`src/rtl/tsps_pkg.sv`:
```
// ----------------------------------------------------------------------------
// tsps_pkg
// Shared types, codes and saturation helpers for the trailing speed selector.
// ----------------------------------------------------------------------------
package tsps_pkg;

  localparam int PosW    = 25;  // track positions, gaps, lap length
  localparam int SpdW    = 23;  // speeds, Q7.16
  localparam int GainW   = 24;  // PID gains, Q8.16
  localparam int BlindW  = 22;
  localparam int ScaleW  = 18;
  localparam int TickW   = 16;
  localparam int CfgIdxW = 3;
  localparam int CfgDatW = 25;

  localparam int ErrW    = PosW + 1;       // target gap minus gap
  localparam int DspdW   = SpdW + 1;       // own minus opponent speed
  localparam int IntegW  = 21;             // holds +-10 m in Q5.16
  localparam int MulAW   = ErrW;
  localparam int MulBW   = GainW + 1;
  localparam int ProdW   = MulAW + MulBW;
  localparam int FracW   = 16;
  localparam int ShW     = ProdW - FracW;  // product after the Q16 shift
  localparam int RemCntW = 5;

  localparam logic [CfgIdxW-1:0] CFG_TARGET_GAP   = 3'd0;
  localparam logic [CfgIdxW-1:0] CFG_GAIN_P       = 3'd1;
  localparam logic [CfgIdxW-1:0] CFG_GAIN_I       = 3'd2;
  localparam logic [CfgIdxW-1:0] CFG_GAIN_D       = 3'd3;
  localparam logic [CfgIdxW-1:0] CFG_BLIND_SPEED  = 3'd4;
  localparam logic [CfgIdxW-1:0] CFG_RETURN_SCALE = 3'd5;
  localparam logic [CfgIdxW-1:0] CFG_TICK_PERIOD  = 3'd6;
  localparam logic [CfgIdxW-1:0] CFG_LAP_LENGTH   = 3'd7;

  localparam logic [1:0] OP_TRAIL  = 2'd1;
  localparam logic [1:0] OP_RETURN = 2'd2;

  localparam logic signed [ShW-1:0] S32Max   = 35'sd2147483647;
  localparam logic signed [ShW-1:0] S32Min   = -35'sd2147483648;
  localparam logic signed [ShW-1:0] CmdMax   = 35'sd4194303;
  localparam logic signed [ShW-1:0] CmdMin   = -35'sd4194304;
  localparam logic signed [ShW-1:0] IntegMax = 35'sd655360;
  localparam logic signed [ShW-1:0] IntegMin = -35'sd655360;

  typedef struct packed {
    logic [PosW-1:0]   target_gap;
    logic [GainW-1:0]  gain_p;
    logic [GainW-1:0]  gain_i;
    logic [GainW-1:0]  gain_d;
    logic [BlindW-1:0] blind_speed;
    logic [ScaleW-1:0] return_scale;
    logic [TickW-1:0]  tick_period;
    logic [PosW-1:0]   lap_length;
  } cfg_t;

  typedef enum logic [3:0] {
    ST_IDLE,
    ST_REM,
    ST_GAP,
    ST_ERR,
    ST_MUL_T,
    ST_MUL_P,
    ST_MUL_I,
    ST_MUL_D,
    ST_SUM,
    ST_CLIP,
    ST_MUL_R,
    ST_RET,
    ST_DONE
  } state_e;

  function automatic logic signed [31:0] sat32(input logic signed [ShW-1:0] v);
    logic signed [31:0] r;
    if (v > S32Max) begin
      r = 32'sh7FFFFFFF;
    end else if (v < S32Min) begin
      r = 32'sh80000000;
    end else begin
      r = v[31:0];
    end
    return r;
  endfunction

  function automatic logic [SpdW-1:0] sat_cmd(input logic signed [ShW-1:0] v);
    logic [SpdW-1:0] r;
    if (v > CmdMax) begin
      r = CmdMax[SpdW-1:0];
    end else if (v < CmdMin) begin
      r = CmdMin[SpdW-1:0];
    end else begin
      r = v[SpdW-1:0];
    end
    return r;
  endfunction

  function automatic logic signed [IntegW-1:0] clamp_integ(
      input logic signed [ShW-1:0] v);
    logic signed [IntegW-1:0] r;
    if (v > IntegMax) begin
      r = IntegMax[IntegW-1:0];
    end else if (v < IntegMin) begin
      r = IntegMin[IntegW-1:0];
    end else begin
      r = v[IntegW-1:0];
    end
    return r;
  endfunction

endpackage

```
`src/rtl/tsps_cfg.sv`:
```
// ----------------------------------------------------------------------------
// tsps_cfg
// Configuration register file; one register written per beat.
// ----------------------------------------------------------------------------
module tsps_cfg (
  input  logic                           clk_i,
  input  logic                           rst_ni,
  input  logic                           cfg_valid_i,
  input  logic [tsps_pkg::CfgIdxW-1:0]   cfg_index_i,
  input  logic [tsps_pkg::CfgDatW-1:0]   cfg_data_i,
  output tsps_pkg::cfg_t                 cfg_o
);
  import tsps_pkg::*;

  cfg_t cfg_q, cfg_d;

  always_comb begin
    cfg_d = cfg_q;
    if (cfg_valid_i) begin
      case (cfg_index_i)
        CFG_TARGET_GAP:   cfg_d.target_gap   = cfg_data_i[PosW-1:0];
        CFG_GAIN_P:       cfg_d.gain_p       = cfg_data_i[GainW-1:0];
        CFG_GAIN_I:       cfg_d.gain_i       = cfg_data_i[GainW-1:0];
        CFG_GAIN_D:       cfg_d.gain_d       = cfg_data_i[GainW-1:0];
        CFG_BLIND_SPEED:  cfg_d.blind_speed  = cfg_data_i[BlindW-1:0];
        CFG_RETURN_SCALE: cfg_d.return_scale = cfg_data_i[ScaleW-1:0];
        CFG_TICK_PERIOD:  cfg_d.tick_period  = cfg_data_i[TickW-1:0];
        CFG_LAP_LENGTH:   cfg_d.lap_length   = cfg_data_i[PosW-1:0];
        default: ;
      endcase
    end
  end

  always_ff @(posedge clk_i or negedge rst_ni) begin
    if (!rst_ni) begin
      cfg_q.target_gap   <= 25'd131072;
      cfg_q.gain_p       <= '0;
      cfg_q.gain_i       <= '0;
      cfg_q.gain_d       <= '0;
      cfg_q.blind_speed  <= '0;
      cfg_q.return_scale <= 18'd65536;
      cfg_q.tick_period  <= 16'd655;
      cfg_q.lap_length   <= 25'd6553600;
    end else begin
      cfg_q <= cfg_d;
    end
  end

  assign cfg_o = cfg_q;

endmodule

```
`config.mk`:
```
export PLATFORM = sky130hd
export DESIGN_NAME = tsps_cfg
export DESIGN_NICKNAME = d
export VERILOG_FILES = /design/src/rtl/tsps_pkg.sv /design/src/rtl/tsps_cfg.sv
export SDC_FILE = /design/constraint.sdc
export NUM_CORES = 1
export LEC_CHECK = 0
export ABC_AREA = 1
export BUFFER_PORTS_ARGS = -buffer_cell sky130_fd_sc_hd__buf_2
export CAP_MARGIN = 10
export CELL_PAD_IN_SITES_DETAIL_PLACEMENT = 0
export CELL_PAD_IN_SITES_GLOBAL_PLACEMENT = 2
export CORE_ASPECT_RATIO = 0.8
export CORE_MARGIN = 2
export CORE_UTILIZATION = 32
export DETAILED_ROUTE_END_ITERATION = 12
export PLACE_DENSITY_LB_ADDON = 0.1
export SETUP_SLACK_MARGIN = 0.02
export SYNTH_ARGS = -nofsm -noshare
export SYNTH_HDL_FRONTEND = slang
export SYNTH_SLANG_ARGS = --single-unit
```
`constraint.sdc`:
```
create_clock -name clk_i -period 2.12 [get_ports clk_i]
set_clock_uncertainty 0.15 [all_clocks]
set_input_delay 0.424 -clock clk_i [delete_from_list [all_inputs] [get_ports clk_i]]
set_output_delay 0.424 -clock clk_i [all_outputs]
set_load 0.01 [all_outputs]
```
==> impl_metrics.py <==
metrics = {
    "global_routing": {
        "grt_pass1_wl_um": 35800,
        "grt.total_usage_pct": 20.9,
        "antenna_found_initial": 0,
        "grt_pass1_vias": 5730,
        "grt-ovfl-total": 0,
        "grt_max_degree": 74,
    },
    "sta": {
        "fin_setup_tns_ns": 0,
        "max_freq_mhz": 592,
        "hold_violations": 0,
        "tightest_slew_ns": 0.480,
        "report.final.slew_viol_count": 0,
        "relSlewSlack_pct": 68.0,
        "finalCriticalPeriod_ns": 1.69,
        "fin_crit_sh_pct": 79.7,
        "rsz0062_at_grt": "false",
        "setup_viol": 0,
    },
    "finish": {
        "drive_gt1_share_pct": 28.9,
        "diodes": 0,
        "syn2layout_area_growth_pct": 29.8,
        "largest_reg_flops": 178,
        "final_nets": 1033,
    },
    "worst_hold_path": {
        "hold_class": "primary input to flop",
        "min_delay_path_depth": 3,
        "whs_endpoint": "cfg_o[24]",
        "hold_start": "cfg_data_i[24]",
    },
    "floorplan": {
        "die_area_mm2": 0.0230,
        "ios": 209,
        "dieWidth_um": 169,
        "rows": 48,
        "die-height_um": 136,
        "initial_core_util_pct": 32.5,
        "core_area_mm2": 0.0214,
    },
    "run_status": {
        "status": "finished, final reports clean",
    },
    "synth": {
        "syn_inst": 794,
        "syn_nets": 825,
        "netlist_area_mm2": 0.00697,
        "post_synth.cell_area_avg_um2": 8.77,
        "synth_cell_types": 12,
        "seq_area_frac_synth_pct": 64.1,
        "yosys_warnings": 0,
        "ys_seq_elements": 178,
    },
    "worst_setup_path": {
        "critical_path_peak_fanout": 2,
        "cp-start-kind": "flop",
        "r2r_end": "cfg_o[25]",
        "max_stage_delay_ns": 0.56,
        "r2r_slack_ns": 1.23,
        "reg2reg_depth": 2,
        "crit_required_ns": 1.55,
        "slowest_stage": "dfstp_2",
        "critical_path_arrival_ns": 1.12,
        "r2r-start": "cfg_o[25]",
        "path_delay_family": "flip-flops",
        "cp_cell_sequence": "buf_2",
        "crit_path_end_kind": "primary output",
        "critPathKind": "flop to primary output",
        "path_buf_inv": 1,
    },
    "clock_network": {
        "cts_tree": "yes",
        "ctsHtreeMaxLevel": 4,
        "clock_sinks": 178,
        "cts_buffers": 17,
        "path_clk_slew_ns": 0.07,
        "postCtsSetupBuffers": 0,
        "clockBufferDepth": 2,
        "cts-root-buf": "clkbuf_16",
        "insertion_delay_ns": 0.43,
    },
    "flow_run": {
        "cap_violations": 0,
    },
    "pwr": {
        "p_leak_nw": 5.18,
        "vdd_drop_max_v": 0.000571,
        "finalPower_mw": 9.50,
        "powerDensity_mw_per_mm2": 1050,
    },
    "routing": {
        "ant_nets": 0,
        "vias_per_cell": 4.50,
        "vias": 5811,
        "routed_wl_um": 23600,
        "drt-initial-drc-count": 442,
        "dr.pass1.iters": 5,
        "post_drt_wl_per_cell_um": 18.3,
        "drc": 0,
    },
    "placement": {
        "port-buffer-count": 208,
        "gp_congestion": 0.749,
        "place_hpwl_um": 15900,
    },
}
-- stage by stage --
| stage | hold slack (ns) | util [%] | cell area, um^2 | setup slack (ns) | std cells |
|---|---|---|---|---|---|
| 6_report | 0.0840 | 42.2 | 9040 | 0.430 | 1290 |
| 5_1_grt | 0.0877 | 42.2 | 9040 | 0.398 | 1290 |
| 4_1_cts | 0.0630 | 42.2 | 9040 | 0.419 | 1290 |
| 3_5_place_dp | 0.279 | 39.4 | 8460 | 0.295 | 1257 |
| 3_3_place_gp | 0.281 | 39.4 | 8460 | 0.332 | 1257 |
| 2_1_floorplan | -0.0216 | - | 6970 | 0.684 | 794 |
-- cells in the final DEF, fill, tap and decap left out, types with 2 or more instances in the layout --
| cell | instances |
|---|---|
| clkinv_2 | 2 |
| clkbuf_8 | 4 |
| buf_12 | 6 |
| inv_1 | 5 |
| nand2_1 | 451 |
| buf_4 | 29 |
| buf_2 | 207 |
| nor2_4 | 2 |
| clkinvlp_4 | 2 |
| clkbuf_1 | 2 |
| dfstp_2 | 11 |
| nor2_2 | 6 |
| nand3_1 | 95 |
| dfrtp_1 | 167 |
| clkbuf_16 | 17 |
| inv_6 | 4 |
-- cell type report --
| class | instances | area, um^2 |
|---|---|---|
| Fill cell | 2203 | 12400 |
| Inverter | 6 | 22.5 |
| Clock buffer | 22 | 474 |
| Clock inverter | 10 | 98.8 |
| Timing Repair Buffer | 244 | 1400 |
| Sequential cell | 178 | 4470 |
| Multi-Input combinational cell | 555 | 2230 |
| Tap cell | 275 | 344 |
-- logic make-up after synthesis --
family / count (synthesis) / share of synthesized area (%)
DFF: 178 / 64.1
buffers and inverters: 61 / 4.11
and+or+nand+nor: 555 / 31.8
-- what timing repair did --
action,in CTS,in global routing
resized for setup,0,0
hold endpoints to repair,38,0
hold buffers,1,0
-- cell usage after synthesis, drive strengths merged --
library cell	count	area share, %
buf	30	2.2
inv	5	0.27
nand2	452	24
dfrtp	167	60
nor2	8	0.54
dfstp	11	4.1
clkbuf	25	1.6
nand3	95	6.8
clkinv	1	0.054
-- worst max-delay path by stage --
stage / from / to / cells past startpoint
global placement: cfg_index_i[0] / cfg_o[50] / 6
detailed placement: cfg_index_i[2] / cfg_o[54] / 6
floorplan: cfg_index_i[2] / cfg_o[30] / 6
finish: cfg_o[25] / cfg_o[25] / 1
CTS: cfg_o[26] / cfg_o[26] / 1
global route: cfg_o[26] / cfg_o[26] / 1
-- layer usage --
layer | routed length (um) | GRT usage, % | vias up
li1 | - | - | 2876
met1 | 11600 | 30.5 | 2773
met3 | 1470 | 5.53 | 11
met5 | 0 | 0 | -
met2 | 10300 | 31.2 | 151
met4 | 177 | 4.89 | 0
-- power breakdown --
part           switching (mW)  internal (mW)
logic                    1.20          0.757
registers               0.356           4.06
clock network            1.40           1.73
total                    2.96           6.55
(Power assumes the default switching activity.)
