## src/rtl/tsps_pkg.sv

```systemverilog
// ----------------------------------------------------------------------------
// tsps_pkg
// Shared types, codes and saturation helpers for the trailing speed selector.
// ----------------------------------------------------------------------------
package tsps_pkg;

  localparam int PosW    = 25;  // track positions, gaps, lap length
  localparam int SpdW    = 23;  // speeds, Q7.16
  localparam int GainW   = 24;  // PID gains, Q8.16
  localparam int BlindW  = 22;
  localparam int ScaleW  = 18;
  localparam int TickW   = 16;
  localparam int CfgIdxW = 3;
  localparam int CfgDatW = 25;

  localparam int ErrW    = PosW + 1;       // target gap minus gap
  localparam int DspdW   = SpdW + 1;       // own minus opponent speed
  localparam int IntegW  = 21;             // holds +-10 m in Q5.16
  localparam int MulAW   = ErrW;
  localparam int MulBW   = GainW + 1;
  localparam int ProdW   = MulAW + MulBW;
  localparam int FracW   = 16;
  localparam int ShW     = ProdW - FracW;  // product after the Q16 shift
  localparam int RemCntW = 5;

  localparam logic [CfgIdxW-1:0] CFG_TARGET_GAP   = 3'd0;
  localparam logic [CfgIdxW-1:0] CFG_GAIN_P       = 3'd1;
  localparam logic [CfgIdxW-1:0] CFG_GAIN_I       = 3'd2;
  localparam logic [CfgIdxW-1:0] CFG_GAIN_D       = 3'd3;
  localparam logic [CfgIdxW-1:0] CFG_BLIND_SPEED  = 3'd4;
  localparam logic [CfgIdxW-1:0] CFG_RETURN_SCALE = 3'd5;
  localparam logic [CfgIdxW-1:0] CFG_TICK_PERIOD  = 3'd6;
  localparam logic [CfgIdxW-1:0] CFG_LAP_LENGTH   = 3'd7;

  localparam logic [1:0] OP_TRAIL  = 2'd1;
  localparam logic [1:0] OP_RETURN = 2'd2;

  localparam logic signed [ShW-1:0] S32Max   = 35'sd2147483647;
  localparam logic signed [ShW-1:0] S32Min   = -35'sd2147483648;
  localparam logic signed [ShW-1:0] CmdMax   = 35'sd4194303;
  localparam logic signed [ShW-1:0] CmdMin   = -35'sd4194304;
  localparam logic signed [ShW-1:0] IntegMax = 35'sd655360;
  localparam logic signed [ShW-1:0] IntegMin = -35'sd655360;

  typedef struct packed {
    logic [PosW-1:0]   target_gap;
    logic [GainW-1:0]  gain_p;
    logic [GainW-1:0]  gain_i;
    logic [GainW-1:0]  gain_d;
    logic [BlindW-1:0] blind_speed;
    logic [ScaleW-1:0] return_scale;
    logic [TickW-1:0]  tick_period;
    logic [PosW-1:0]   lap_length;
  } cfg_t;

  typedef enum logic [3:0] {
    ST_IDLE,
    ST_REM,
    ST_GAP,
    ST_ERR,
    ST_MUL_T,
    ST_MUL_P,
    ST_MUL_I,
    ST_MUL_D,
    ST_SUM,
    ST_CLIP,
    ST_MUL_R,
    ST_RET,
    ST_DONE
  } state_e;

  function automatic logic signed [31:0] sat32(input logic signed [ShW-1:0] v);
    logic signed [31:0] r;
    if (v > S32Max) begin
      r = 32'sh7FFFFFFF;
    end else if (v < S32Min) begin
      r = 32'sh80000000;
    end else begin
      r = v[31:0];
    end
    return r;
  endfunction

  function automatic logic [SpdW-1:0] sat_cmd(input logic signed [ShW-1:0] v);
    logic [SpdW-1:0] r;
    if (v > CmdMax) begin
      r = CmdMax[SpdW-1:0];
    end else if (v < CmdMin) begin
      r = CmdMin[SpdW-1:0];
    end else begin
      r = v[SpdW-1:0];
    end
    return r;
  endfunction

  function automatic logic signed [IntegW-1:0] clamp_integ(
      input logic signed [ShW-1:0] v);
    logic signed [IntegW-1:0] r;
    if (v > IntegMax) begin
      r = IntegMax[IntegW-1:0];
    end else if (v < IntegMin) begin
      r = IntegMin[IntegW-1:0];
    end else begin
      r = v[IntegW-1:0];
    end
    return r;
  endfunction

endpackage

```

## src/rtl/tsps_rem.sv

```systemverilog
// ----------------------------------------------------------------------------
// tsps_rem
// Bit-serial restoring remainder, one dividend bit per cycle.
// ----------------------------------------------------------------------------
module tsps_rem (
  input  logic                       clk_i,
  input  logic                       rst_ni,
  input  logic                       start_i,
  input  logic [tsps_pkg::PosW-1:0]  dividend_i,
  input  logic [tsps_pkg::PosW-1:0]  divisor_i,
  output logic                       done_o,
  output logic [tsps_pkg::PosW-1:0]  rem_o
);
  import tsps_pkg::*;

  localparam logic [RemCntW-1:0] LastStep = RemCntW'(PosW - 1);

  logic               busy_q, busy_d;
  logic               done_q, done_d;
  logic [RemCntW-1:0] cnt_q, cnt_d;
  logic [PosW-1:0]    shr_q, shr_d;
  logic [PosW-1:0]    rem_q, rem_d;
  logic [PosW:0]      trial;

  always_comb begin
    busy_d = busy_q;
    done_d = 1'b0;
    cnt_d  = cnt_q;
    shr_d  = shr_q;
    rem_d  = rem_q;
    trial  = {rem_q, shr_q[PosW-1]};
    if (start_i) begin
      busy_d = 1'b1;
      cnt_d  = '0;
      shr_d  = dividend_i;
      rem_d  = '0;
    end else if (busy_q) begin
      // shift in the next dividend bit, subtract when it fits
      if (trial >= {1'b0, divisor_i}) begin
        rem_d = PosW'(trial - {1'b0, divisor_i});
      end else begin
        rem_d = trial[PosW-1:0];
      end
      shr_d = {shr_q[PosW-2:0], 1'b0};
      cnt_d = cnt_q + RemCntW'(1);
      if (cnt_q == LastStep) begin
        busy_d = 1'b0;
        done_d = 1'b1;
      end
    end
  end

  always_ff @(posedge clk_i or negedge rst_ni) begin
    if (!rst_ni) begin
      busy_q <= 1'b0;
      done_q <= 1'b0;
      cnt_q  <= '0;
    end else begin
      busy_q <= busy_d;
      done_q <= done_d;
      cnt_q  <= cnt_d;
    end
  end

  always_ff @(posedge clk_i) begin
    shr_q <= shr_d;
    rem_q <= rem_d;
  end

  assign done_o = done_q;
  assign rem_o  = rem_q;

endmodule

```

## config.mk

```make
export PLATFORM = sky130hd
export DESIGN_NAME = tsps_rem
export DESIGN_NICKNAME = d
export VERILOG_FILES = /design/src/rtl/tsps_pkg.sv /design/src/rtl/tsps_rem.sv
export SDC_FILE = /design/constraint.sdc
export NUM_CORES = 1
export LEC_CHECK = 0
export BUFFER_PORTS_ARGS = -buffer_cell sky130_fd_sc_hd__buf_2
export CAP_MARGIN = 25
export CORE_AREA = 2 2 94 96
export CTS_BUF_LIST = sky130_fd_sc_hd__clkbuf_2
export DETAILED_ROUTE_END_ITERATION = 10
export DIE_AREA = 0 0 96 98
export HOLD_SLACK_MARGIN = 0.15
export PLACE_DENSITY = 0.67
export SKIP_LAST_GASP = 1
export SLEW_MARGIN = 20
export SYNTH_ARGS = -nofsm -noshare
export SYNTH_HDL_FRONTEND = slang
export SYNTH_SLANG_ARGS = --single-unit
```

## constraint.sdc

```tcl
create_clock -name clk_i -period 3.58 [get_ports clk_i]
set_input_delay 0.537 -clock clk_i [delete_from_list [all_inputs] [get_ports clk_i]]
set_output_delay 0.537 -clock clk_i [all_outputs]
set_load 0.02 [all_outputs]
```

==> metrics.txt <==
status=complete, no violations; Crit path required time=3.96 ns; hold path startpoint=dividend_i[8]; Initial Util=45.7%; Syn Area/Cell=9.92 um2; sequential cell area fraction in the yosys report=36.9%; cell count after synthesis=390; total number of vias=3,128; Slew Limit Fails=0; Area Overhead vs Synth=16.0%; worst r2r dst=rem_o[6]; Int Pwr=1.27 mW; Startpoint Class=register; Reg clk slew, reported paths=0.22 ns; clock network power share=27.4%; combinational power share=31.2%; Tcrit/Tclk final=89.1%; initial antenna violation count=0; worst skew pair latency=0.53 ns; Seq pwr share=41.4%; Syn. warnings=0; DRC viols=0; GP Congestion=0.901; vias in the first global route=3,058; largest fanout on the critical path=16; sw frac=34.0%; r2r setup slk=0.39 ns; syn_nets=471; aggregate global-route resource usage=18.9%; leading area contributor after synthesis=edfxtp_1; crit path kind=register to register; TritonCTS Buffers=9; Die Area=0.00941 mm2; Port Buf Inserts=78; share of cells above drive strength 1=29.2%; CP Capture Type=register; hpwl dp=6050 um; Clock Root Buffer=clkbuf_2; Design Area, Final=0.00449 mm2; fin nets=548; number of synthesized flops with an enable pin=25; Via-to-Cell Ratio=5.39; number of routed nets with antenna violations=0; core area=0.00847 mm2; Least-Margin Pin Slew=0.762 ns; DRT Wirelength=8310 um; TNS Setup=0 ns; P_leak=2.23 nW; FF-to-FF Start=shr_q[24]; worst clock skew=0.0298 ns; Yosys cell types=57; Worst Path Arrival=3.57 ns; Die Span Y=98 um; largest net degree at the start of global routing=37; synthesized flop and latch total=57; row count=34; Synth area leaders=edfxtp_1 (19%), dfxtp_1 (13%), ha_1 (8.7%); Worst VDD drop=0.340 mV; Mapped Area=0.00387 mm2; Hold Crit Class=primary input to register; FF-to-FF path depth=12; Cell Pwr Density=427 mW/mm2; Psw=0.651 mW; CTS sink count=57; Max clock buf depth=2; Iteration-0 DRC Markers=117; Core Util, Final=53.0%; CTS tree=yes; RSZ-0062 raised after global routing=false; final global-route overflow total=0; fmax=313 MHz; setup violators final=0; number of diodes=0; asr flop ratio synth=12.3%; Worst slew margin=49.2%; Ports=79; DR WL/cell=14.3 um; final hold vios=0; cell depth of the worst hold path=2; Placed Area=0.00433 mm2; first-pass GRT wire length=14,000 um; Die X=96 um; top cell type's share of synthesized area=19.4%; drt first pass iters=4; Main synth FF type=edfxtp_1; H-tree levels=3; min cycle time layout=3.19 ns; number of max-cap violations=0; Hold Path Sink=shr_q[8]
## stage by stage
step           std cells  setup slack [ns]  hold WS [ns]  power (mW)
2_1_floorplan        390             0.556         0.241        1.27
3_3_place_gp         563             0.343         0.381        1.39
3_5_place_dp         563             0.234         0.385        1.40
4_1_cts              580             0.371         0.264        1.94
5_1_grt              580             0.170         0.250        2.04
6_report             580             0.389         0.286        1.92
## cell type report
type / count / area [um2]
repair buffers: 85 / 445
flip-flops and latches: 57 / 1430
clock inverters: 7 / 104
multi-input cells: 280 / 2200
fillers: 801 / 3980
well taps: 108 / 135
inverters: 34 / 128
clock buffers: 9 / 45.0
## flip-flops by register name, indices dropped and copies added (netlist names)
signal,count
shr_q,25
busy_q,1
cnt_q,5
rem_o,25
done_o,1
## worst max-delay path by stage
stage | slack, ns | to | startpoint
6_report | 0.39 | rem_o[6] | shr_q[24]
5_1_grt | 0.17 | rem_o[14] | shr_q[24]
4_1_cts | 0.37 | rem_o[8] | shr_q[24]
3_5_place_dp | 0.23 | rem_o[3] | divisor_i[0]
3_3_place_gp | 0.34 | rem_o[6] | divisor_i[0]
2_1_floorplan | 0.56 | rem_o[0] | divisor_i[0]
## worst max-delay path: stages, from the launching register on
cell and delay, ns:
edfxtp_1 0.40, inv_1 0.10, ha_1 0.17, inv_1 0.05, fa_1 0.42, a211oi_2 0.27, o21ai_1 0.14, a31o_4 0.27
a221oi_4 0.35, o41a_1 0.24, buf_4 0.30, mux2i_1 0.25, a211oi_1 0.10
## layer usage
| layer | wire length (um) | track usage (%) |
|---|---|---|
| met2 | 3760 | 28.3 |
| met3 | 387 | 5.02 |
| met4 | 182 | 6.70 |
| met1 | 3980 | 26.1 |
| met5 | 0 | 0 |
## kinds of logic (layout without fill, tap and decap cells)
kind of cell               count (synthesis)  in the layout  synth area share, %
and+or+nand+nor                           83             83                 10.3
buffers and inverters                     53            135                 6.18
AOI/OAI and AO/OA                         96             96                 18.5
adders and majority gates                 28             28                 9.25
DFF                                       57             57                 36.9
xor gates and xnor gates                  25             25                 5.66
muxes                                     48             48                 13.3
## cell usage after synthesis, types with 10 or more instances
| cell | count |
|---|---|
| ha_1 | 27 |
| a211oi_1 | 24 |
| clkbuf_1 | 16 |
| mux2_2 | 26 |
| xor2_1 | 12 |
| o21ai_0 | 12 |
| edfxtp_1 | 25 |
| xnor2_1 | 13 |
| mux2i_1 | 22 |
| nor2_1 | 38 |
| a21oi_1 | 15 |
| inv_1 | 34 |
| dfxtp_1 | 25 |
| nand2_1 | 10 |
## power by group through the flow
stage	combinational (mW)	clock, mW	sequential [mW]
after CTS	0.600	0.540	0.795
after global routing	0.665	0.570	0.806
after detailed placement	0.594	0	0.809
after global placement	0.586	0	0.806
after floorplan	0.434	0	0.837
final	0.597	0.526	0.794
## placed cells by master, fill, tap and decap left out, types with 2 or more instances in the layout
cell,n
a211o_1,2
a211oi_1,24
a211oi_2,2
a21o_1,7
a21oi_1,15
and3_1,3
buf_2,78
buf_4,6
bufinv_16,2
clkbuf_2,9
clkinv_4,4
dfrtp_1,7
dfxtp_1,25
edfxtp_1,25
ha_1,27
inv_1,34
mux2_2,26
mux2i_1,22
nand2_1,10
nand2b_1,5
nand3_1,6
nand4_1,5
nand4b_1,4
nor2_1,38
nor2b_1,3
nor3_1,3
o21a_1,3
o21ai_0,12
o21bai_1,6
o221ai_1,2
o41ai_1,2
or2_2,3
xnor2_1,13
xor2_1,12
## timing repair
item | CTS | global route
endpoints found under the setup margin | 0 | 0
buffers inserted | 0 | 0
hold buffers | 1 | 0
gates resized for setup | 0 | 0
hold endpoints to repair | 7 | 0
(Power assumes the default switching activity.)
