**src/rtl/tsps_pkg.sv**
```systemverilog
// ----------------------------------------------------------------------------
// tsps_pkg
// Shared types, codes and saturation helpers for the trailing speed selector.
// ----------------------------------------------------------------------------
package tsps_pkg;

  localparam int PosW    = 25;  // track positions, gaps, lap length
  localparam int SpdW    = 23;  // speeds, Q7.16
  localparam int GainW   = 24;  // PID gains, Q8.16
  localparam int BlindW  = 22;
  localparam int ScaleW  = 18;
  localparam int TickW   = 16;
  localparam int CfgIdxW = 3;
  localparam int CfgDatW = 25;

  localparam int ErrW    = PosW + 1;       // target gap minus gap
  localparam int DspdW   = SpdW + 1;       // own minus opponent speed
  localparam int IntegW  = 21;             // holds +-10 m in Q5.16
  localparam int MulAW   = ErrW;
  localparam int MulBW   = GainW + 1;
  localparam int ProdW   = MulAW + MulBW;
  localparam int FracW   = 16;
  localparam int ShW     = ProdW - FracW;  // product after the Q16 shift
  localparam int RemCntW = 5;

  localparam logic [CfgIdxW-1:0] CFG_TARGET_GAP   = 3'd0;
  localparam logic [CfgIdxW-1:0] CFG_GAIN_P       = 3'd1;
  localparam logic [CfgIdxW-1:0] CFG_GAIN_I       = 3'd2;
  localparam logic [CfgIdxW-1:0] CFG_GAIN_D       = 3'd3;
  localparam logic [CfgIdxW-1:0] CFG_BLIND_SPEED  = 3'd4;
  localparam logic [CfgIdxW-1:0] CFG_RETURN_SCALE = 3'd5;
  localparam logic [CfgIdxW-1:0] CFG_TICK_PERIOD  = 3'd6;
  localparam logic [CfgIdxW-1:0] CFG_LAP_LENGTH   = 3'd7;

  localparam logic [1:0] OP_TRAIL  = 2'd1;
  localparam logic [1:0] OP_RETURN = 2'd2;

  localparam logic signed [ShW-1:0] S32Max   = 35'sd2147483647;
  localparam logic signed [ShW-1:0] S32Min   = -35'sd2147483648;
  localparam logic signed [ShW-1:0] CmdMax   = 35'sd4194303;
  localparam logic signed [ShW-1:0] CmdMin   = -35'sd4194304;
  localparam logic signed [ShW-1:0] IntegMax = 35'sd655360;
  localparam logic signed [ShW-1:0] IntegMin = -35'sd655360;

  typedef struct packed {
    logic [PosW-1:0]   target_gap;
    logic [GainW-1:0]  gain_p;
    logic [GainW-1:0]  gain_i;
    logic [GainW-1:0]  gain_d;
    logic [BlindW-1:0] blind_speed;
    logic [ScaleW-1:0] return_scale;
    logic [TickW-1:0]  tick_period;
    logic [PosW-1:0]   lap_length;
  } cfg_t;

  typedef enum logic [3:0] {
    ST_IDLE,
    ST_REM,
    ST_GAP,
    ST_ERR,
    ST_MUL_T,
    ST_MUL_P,
    ST_MUL_I,
    ST_MUL_D,
    ST_SUM,
    ST_CLIP,
    ST_MUL_R,
    ST_RET,
    ST_DONE
  } state_e;

  function automatic logic signed [31:0] sat32(input logic signed [ShW-1:0] v);
    logic signed [31:0] r;
    if (v > S32Max) begin
      r = 32'sh7FFFFFFF;
    end else if (v < S32Min) begin
      r = 32'sh80000000;
    end else begin
      r = v[31:0];
    end
    return r;
  endfunction

  function automatic logic [SpdW-1:0] sat_cmd(input logic signed [ShW-1:0] v);
    logic [SpdW-1:0] r;
    if (v > CmdMax) begin
      r = CmdMax[SpdW-1:0];
    end else if (v < CmdMin) begin
      r = CmdMin[SpdW-1:0];
    end else begin
      r = v[SpdW-1:0];
    end
    return r;
  endfunction

  function automatic logic signed [IntegW-1:0] clamp_integ(
      input logic signed [ShW-1:0] v);
    logic signed [IntegW-1:0] r;
    if (v > IntegMax) begin
      r = IntegMax[IntegW-1:0];
    end else if (v < IntegMin) begin
      r = IntegMin[IntegW-1:0];
    end else begin
      r = v[IntegW-1:0];
    end
    return r;
  endfunction

endpackage

```
**src/rtl/tsps_mul.sv**
```systemverilog
// ----------------------------------------------------------------------------
// tsps_mul
// Shared signed multiplier with a registered product.
// ----------------------------------------------------------------------------
module tsps_mul (
  input  logic                                clk_i,
  input  logic                                en_i,
  input  logic signed [tsps_pkg::MulAW-1:0]   a_i,
  input  logic signed [tsps_pkg::MulBW-1:0]   b_i,
  output logic signed [tsps_pkg::ProdW-1:0]   prod_o
);
  import tsps_pkg::*;

  logic signed [ProdW-1:0] prod_q, prod_d;

  assign prod_d = ProdW'(a_i) * ProdW'(b_i);

  always_ff @(posedge clk_i) begin
    if (en_i) begin
      prod_q <= prod_d;
    end
  end

  assign prod_o = prod_q;

endmodule

```
**config.mk**
```make
export PLATFORM = sky130hd
export DESIGN_NAME = tsps_mul
export DESIGN_NICKNAME = d
export VERILOG_FILES = /design/src/rtl/tsps_pkg.sv /design/src/rtl/tsps_mul.sv
export SDC_FILE = /design/constraint.sdc
export NUM_CORES = 2
export LEC_CHECK = 0
export BUFFER_PORTS_ARGS = -buffer_cell sky130_fd_sc_hd__buf_2
export CAP_MARGIN = 20
export CORE_MARGIN = 3
export CORE_UTILIZATION = 50
export CTS_BUF_LIST = sky130_fd_sc_hd__clkbuf_4
export DETAILED_ROUTE_END_ITERATION = 7
export PLACE_DENSITY = 0.76
export SLEW_MARGIN = 20
export SYNTH_ARGS = -nofsm -noshare
export SYNTH_HDL_FRONTEND = slang
export SYNTH_SLANG_ARGS = --single-unit
```
**constraint.sdc**
```tcl
create_clock -name clk_i -period 9.67 [get_ports clk_i]
set_clock_uncertainty 0.2 [all_clocks]
set_input_delay 1.4505 -clock clk_i [delete_from_list [all_inputs] [get_ports clk_i]]
set_output_delay 1.4505 -clock clk_i [all_outputs]
set_load 0.05 [all_outputs]
```
==> impl_metrics.sql <==
INSERT INTO impl_metrics (metric_group, metric, value, unit) VALUES
('clock_tree', 'clockRootBuffer', 'clkbuf_4', ''),
('setup_path', 'worst_endpoint_data_arrival_time', '8.70', 'ns'),
('detailed_routing', 'drt_drc_violations_left', '0', ''),
('logic_synthesis', 'sequential_area_share_after_synthesis', '6.08', '%'),
('floorplan', 'design.die.area', '0.0531', 'mm^2'),
('floorplan', 'initial_core_util', '51.1', '%'),
('clock_tree', 'htree_num_levels', '2', ''),
('logic_synthesis', 'postSynth.topFlopCell', 'edfxtp_1', ''),
('global_routing', 'grt_first_pass_wirelength', '103000', 'um'),
('global_routing', 'grt_start_max_net_pins', '52', ''),
('clock_tree', 'clk_pin_slew', '0.19', 'ns'),
('logic_synthesis', 'synth_most_common_cell', 'fa_1', ''),
('layout', 'fill_cells', '4404', ''),
('placed_design', 'hpwl', '51200', 'um'),
('setup_path', 'endpoint_kind', 'flop', ''),
('logic_synthesis', 'total_standard_cell_area_after_synthesis', '0.0252', 'mm^2'),
('clock_tree', 'cts_resized', '0', ''),
('detailed_routing', 'dr_total_vias', '17700', ''),
('detailed_routing', 'ant_nets', '0', ''),
('timing', 'final_min_period_over_clock_period', '89.0', '%'),
('floorplan', 'die_width', '231', 'um'),
('placed_design', 'io_buffers', '103', ''),
('clock_tree', 'postCtsHoldBufs', '0', ''),
('detailed_routing', 'first_pass_iters', '6', ''),
('global_routing', 'number_of_antenna_violations_at_the_first_check_in_global_routing', '3', ''),
('setup_path', 'timing_worst_setup_path_type', 'input pin to flop', ''),
('clock_tree', 'cts_made_buffers', '5', ''),
('flow_run', 'max-cap-violations', '0', ''),
('timing', 'fmax', '116', 'MHz'),
('setup_path', 'critical_path.startpoint', 'b_i[1]', ''),
('layout', 'stdcell_area', '0.0262', 'mm^2'),
('layout', 'layout-area-overhead-vs-synth', '4.07', '%'),
('timing', 'finalSetupViolCount', '0', ''),
('logic_synthesis', 'avgSynthCellArea', '9.65', 'um^2'),
('floorplan', 'floorplan_row_count', '81', ''),
('logic_synthesis', 'ys.warnings.count', '0', ''),
('logic_synthesis', 'syn_inst', '2613', ''),
('logic_synthesis', 'netlist.area_leader.share', '54.1', '%'),
('logic_synthesis', 'yosys-top-cells-count', 'fa_1 (681), inv_1 (656), nand2_1 (349), and2_1 (316), ha_1 (143)', ''),
('logic_synthesis', 'top_cell_type_by_total_area_after_synthesis', 'fa_1', ''),
('global_routing', 'gr-usage-all-layers', '24.4', '%'),
('run_status', 'run_status', 'finished, final reports clean', ''),
('layout', 'final_nets', '3490', ''),
('clock_tree', 'cts.sink_count', '51', ''),
('timing', 'finalSetupTns', '0', 'ns'),
('timing', 'worst_slew_margin_rel', '53.0', '%'),
('setup_path', 'cp-endpoint', 'prod_o[50]$_DFFE_PP_', ''),
('placed_design', 'gp_congestion', '0.882', ''),
('detailed_routing', 'postRouteWirelength', '61900', 'um'),
('logic_synthesis', 'yosys_register_bits', '51', ''),
('worst_hold_path', 'hold_class', 'input pin to flop', ''),
('global_routing', 'globalRoute.totalOverflow', '0', ''),
('logic_synthesis', 'synthesis.nets', '3490', ''),
('detailed_routing', 'vias_per_cell', '5.38', ''),
('setup_path', 'biggest_fanout_along_the_worst_timing_path', '26', ''),
('setup_path', 'critPathRequiredTime', '9.76', 'ns'),
('timing', 'tightest_slew', '0.706', 'ns'),
('clock_tree', 'tritoncts_clock_tree', 'yes', ''),
('clock_tree', 'post-cts-setup-buffer-count', '0', ''),
('floorplan', 'height_of_the_die', '231', 'um'),
('timing', 'slew_viol_final', '0', ''),
('detailed_routing', 'first_iter_violations', '1303', ''),
('timing', 'rsz0062_at_grt', 'false', ''),
('logic_synthesis', 'yosysUniqueCellTypes', '59', ''),
('timing', 'hold_viol_final', '0', ''),
('placed_design', 'postPlaceCellArea', '0.0262', 'mm^2'),
('layout', 'fraction_of_final_layout_cells_sized_beyond_drive_strength_1', '5.32', '%'),
('floorplan', 'placeableCoreArea', '0.0494', 'mm^2'),
('layout', 'post-route-util', '53.1', '%'),
('detailed_routing', 'routed_wire_length_per_instance', '18.9', 'um'),
('layout', 'largest_reg_flops', '51', ''),
('logic_synthesis', 'asyncSetResetFlopFracSynth', '0', '%'),
('timing', 'timing.final.crit_period', '8.61', 'ns'),
('global_routing', 'vias_in_the_first_global_route', '20100', ''),
('logic_synthesis', 'synth_edf_count', '51', ''),
('floorplan', 'i_o_pin_count', '104', ''),
('clock_tree', 'clockBufferDepth', '2', ''),
('logic_synthesis', 'yosys-top-cells-area', 'fa_1 (54%), inv_1 (9.8%), and2_1 (7.8%)', ''),
('setup_path', 'crit_path_start_kind', 'input pin', '');
-- worst min-delay path by stage --
stage / endpoint / cells past startpoint / slack, ns / start
2_1_floorplan: prod_o[0]$_DFFE_PP_ / 0 / 1.36 / en_i
3_3_place_gp: prod_o[5] / 1 / 1.80 / prod_o[5]$_DFFE_PP_
3_5_place_dp: prod_o[17] / 1 / 1.79 / prod_o[17]$_DFFE_PP_
4_1_cts: prod_o[0]$_DFFE_PP_ / 2 / 1.43 / b_i[0]
5_1_grt: prod_o[0]$_DFFE_PP_ / 2 / 1.42 / b_i[0]
6_report: prod_o[0]$_DFFE_PP_ / 2 / 1.46 / b_i[0]
-- critical path, stage by stage --
cell and delay [ns]:
buf_2 0.25, nand2_1 0.16, inv_1 0.09, fa_1 0.67
inv_1 0.13, fa_1 0.67, fa_1 0.81, inv_1 0.27
fa_1 0.47, fa_1 0.52, fa_1 0.57, fa_1 0.42
ha_1 0.39, a21o_1 0.20, a21o_1 0.17, a21o_1 0.18
a21o_1 0.17, a21oi_1 0.22, a21o_1 0.15, o31ai_1 0.11
or4_1 0.52, nand4_1 0.10
-- cell usage in the layout (no fill, tap or decap), types with 2 or more instances in the layout --
| cell | n |
|---|---|
| a21o_1 | 22 |
| a221o_1 | 2 |
| o31ai_1 | 2 |
| o21ai_1 | 11 |
| o2111ai_1 | 2 |
| nor3_1 | 4 |
| buf_2 | 103 |
| nand4_1 | 8 |
| inv_1 | 656 |
| a21oi_2 | 3 |
| or3_1 | 2 |
| xnor2_1 | 41 |
| fa_1 | 681 |
| clkinv_4 | 2 |
| xor2_1 | 15 |
| o21ai_2 | 2 |
| and3_1 | 4 |
| o221a_2 | 2 |
| a2111oi_2 | 2 |
| nand2_1 | 349 |
| a41oi_1 | 2 |
| o21ai_0 | 18 |
| a31oi_1 | 4 |
| o21a_1 | 8 |
| nor2_1 | 28 |
| nand2b_1 | 7 |
| ha_1 | 143 |
| clkbuf_4 | 5 |
| nor2b_1 | 24 |
| a21oi_1 | 42 |
| diode_2 | 3 |
| buf_4 | 6 |
| nand3_1 | 8 |
| o21bai_1 | 10 |
| and2_1 | 316 |
| edfxtp_1 | 51 |
| a211oi_1 | 3 |
-- routing by layer --
metal  vias to the layer above  GRT usage (%)  routed length (um)
met3                       207           2.47                2990
li1                       7529              -                   -
met2                       657           44.2               33100
met4                         2           11.7                3530
met1                      9262           29.0               22200
met5                         -              0                  13
-- final cells by class --
cell class / count / area [um^2] / share of cell area, %
Sequential cell: 51 / 1530 / 5.84
Clock inverter: 3 / 28.8 / 0.110
Antenna cell: 3 / 7.51 / 0.0286
Inverter: 657 / 2470 / 9.40
Multi-Input combinational cell: 1789 / 20800 / 79.2
Clock buffer: 5 / 37.5 / 0.143
Tap cell: 664 / 831 / 3.17
Timing Repair Buffer: 109 / 561 / 2.14
-- per-stage QoR --
| stage | cells | setup slack [ns] | hold WS [ns] |
|---|---|---|---|
| final | 3281 | 1.06 | 1.46 |
| after floorplan | 2613 | 1.37 | 1.36 |
| after global routing | 3279 | 0.731 | 1.42 |
| after detailed placement | 3270 | 0.714 | 1.79 |
| after CTS | 3278 | 1.13 | 1.43 |
| after global placement | 3270 | 0.902 | 1.80 |
-- kinds of logic (layout without fill, tap and decap cells) --
group                      after synthesis  after routing  synth area share, %
adders and majority gates              824            824                 61.2
xor gates and xnor gates                56             56                 1.95
and+or+nand+nor                        757            757                 15.0
DFF                                     51             51                 6.08
other                                    0              3                    0
muxes                                    1              1               0.0447
AOI/OAI and AO/OA                      151            151                 4.17
buffers and inverters                  773            774                 11.5
Power is not shown: default switching activity piles up to over one toggle a cycle in this logic, so the estimate is an artifact.
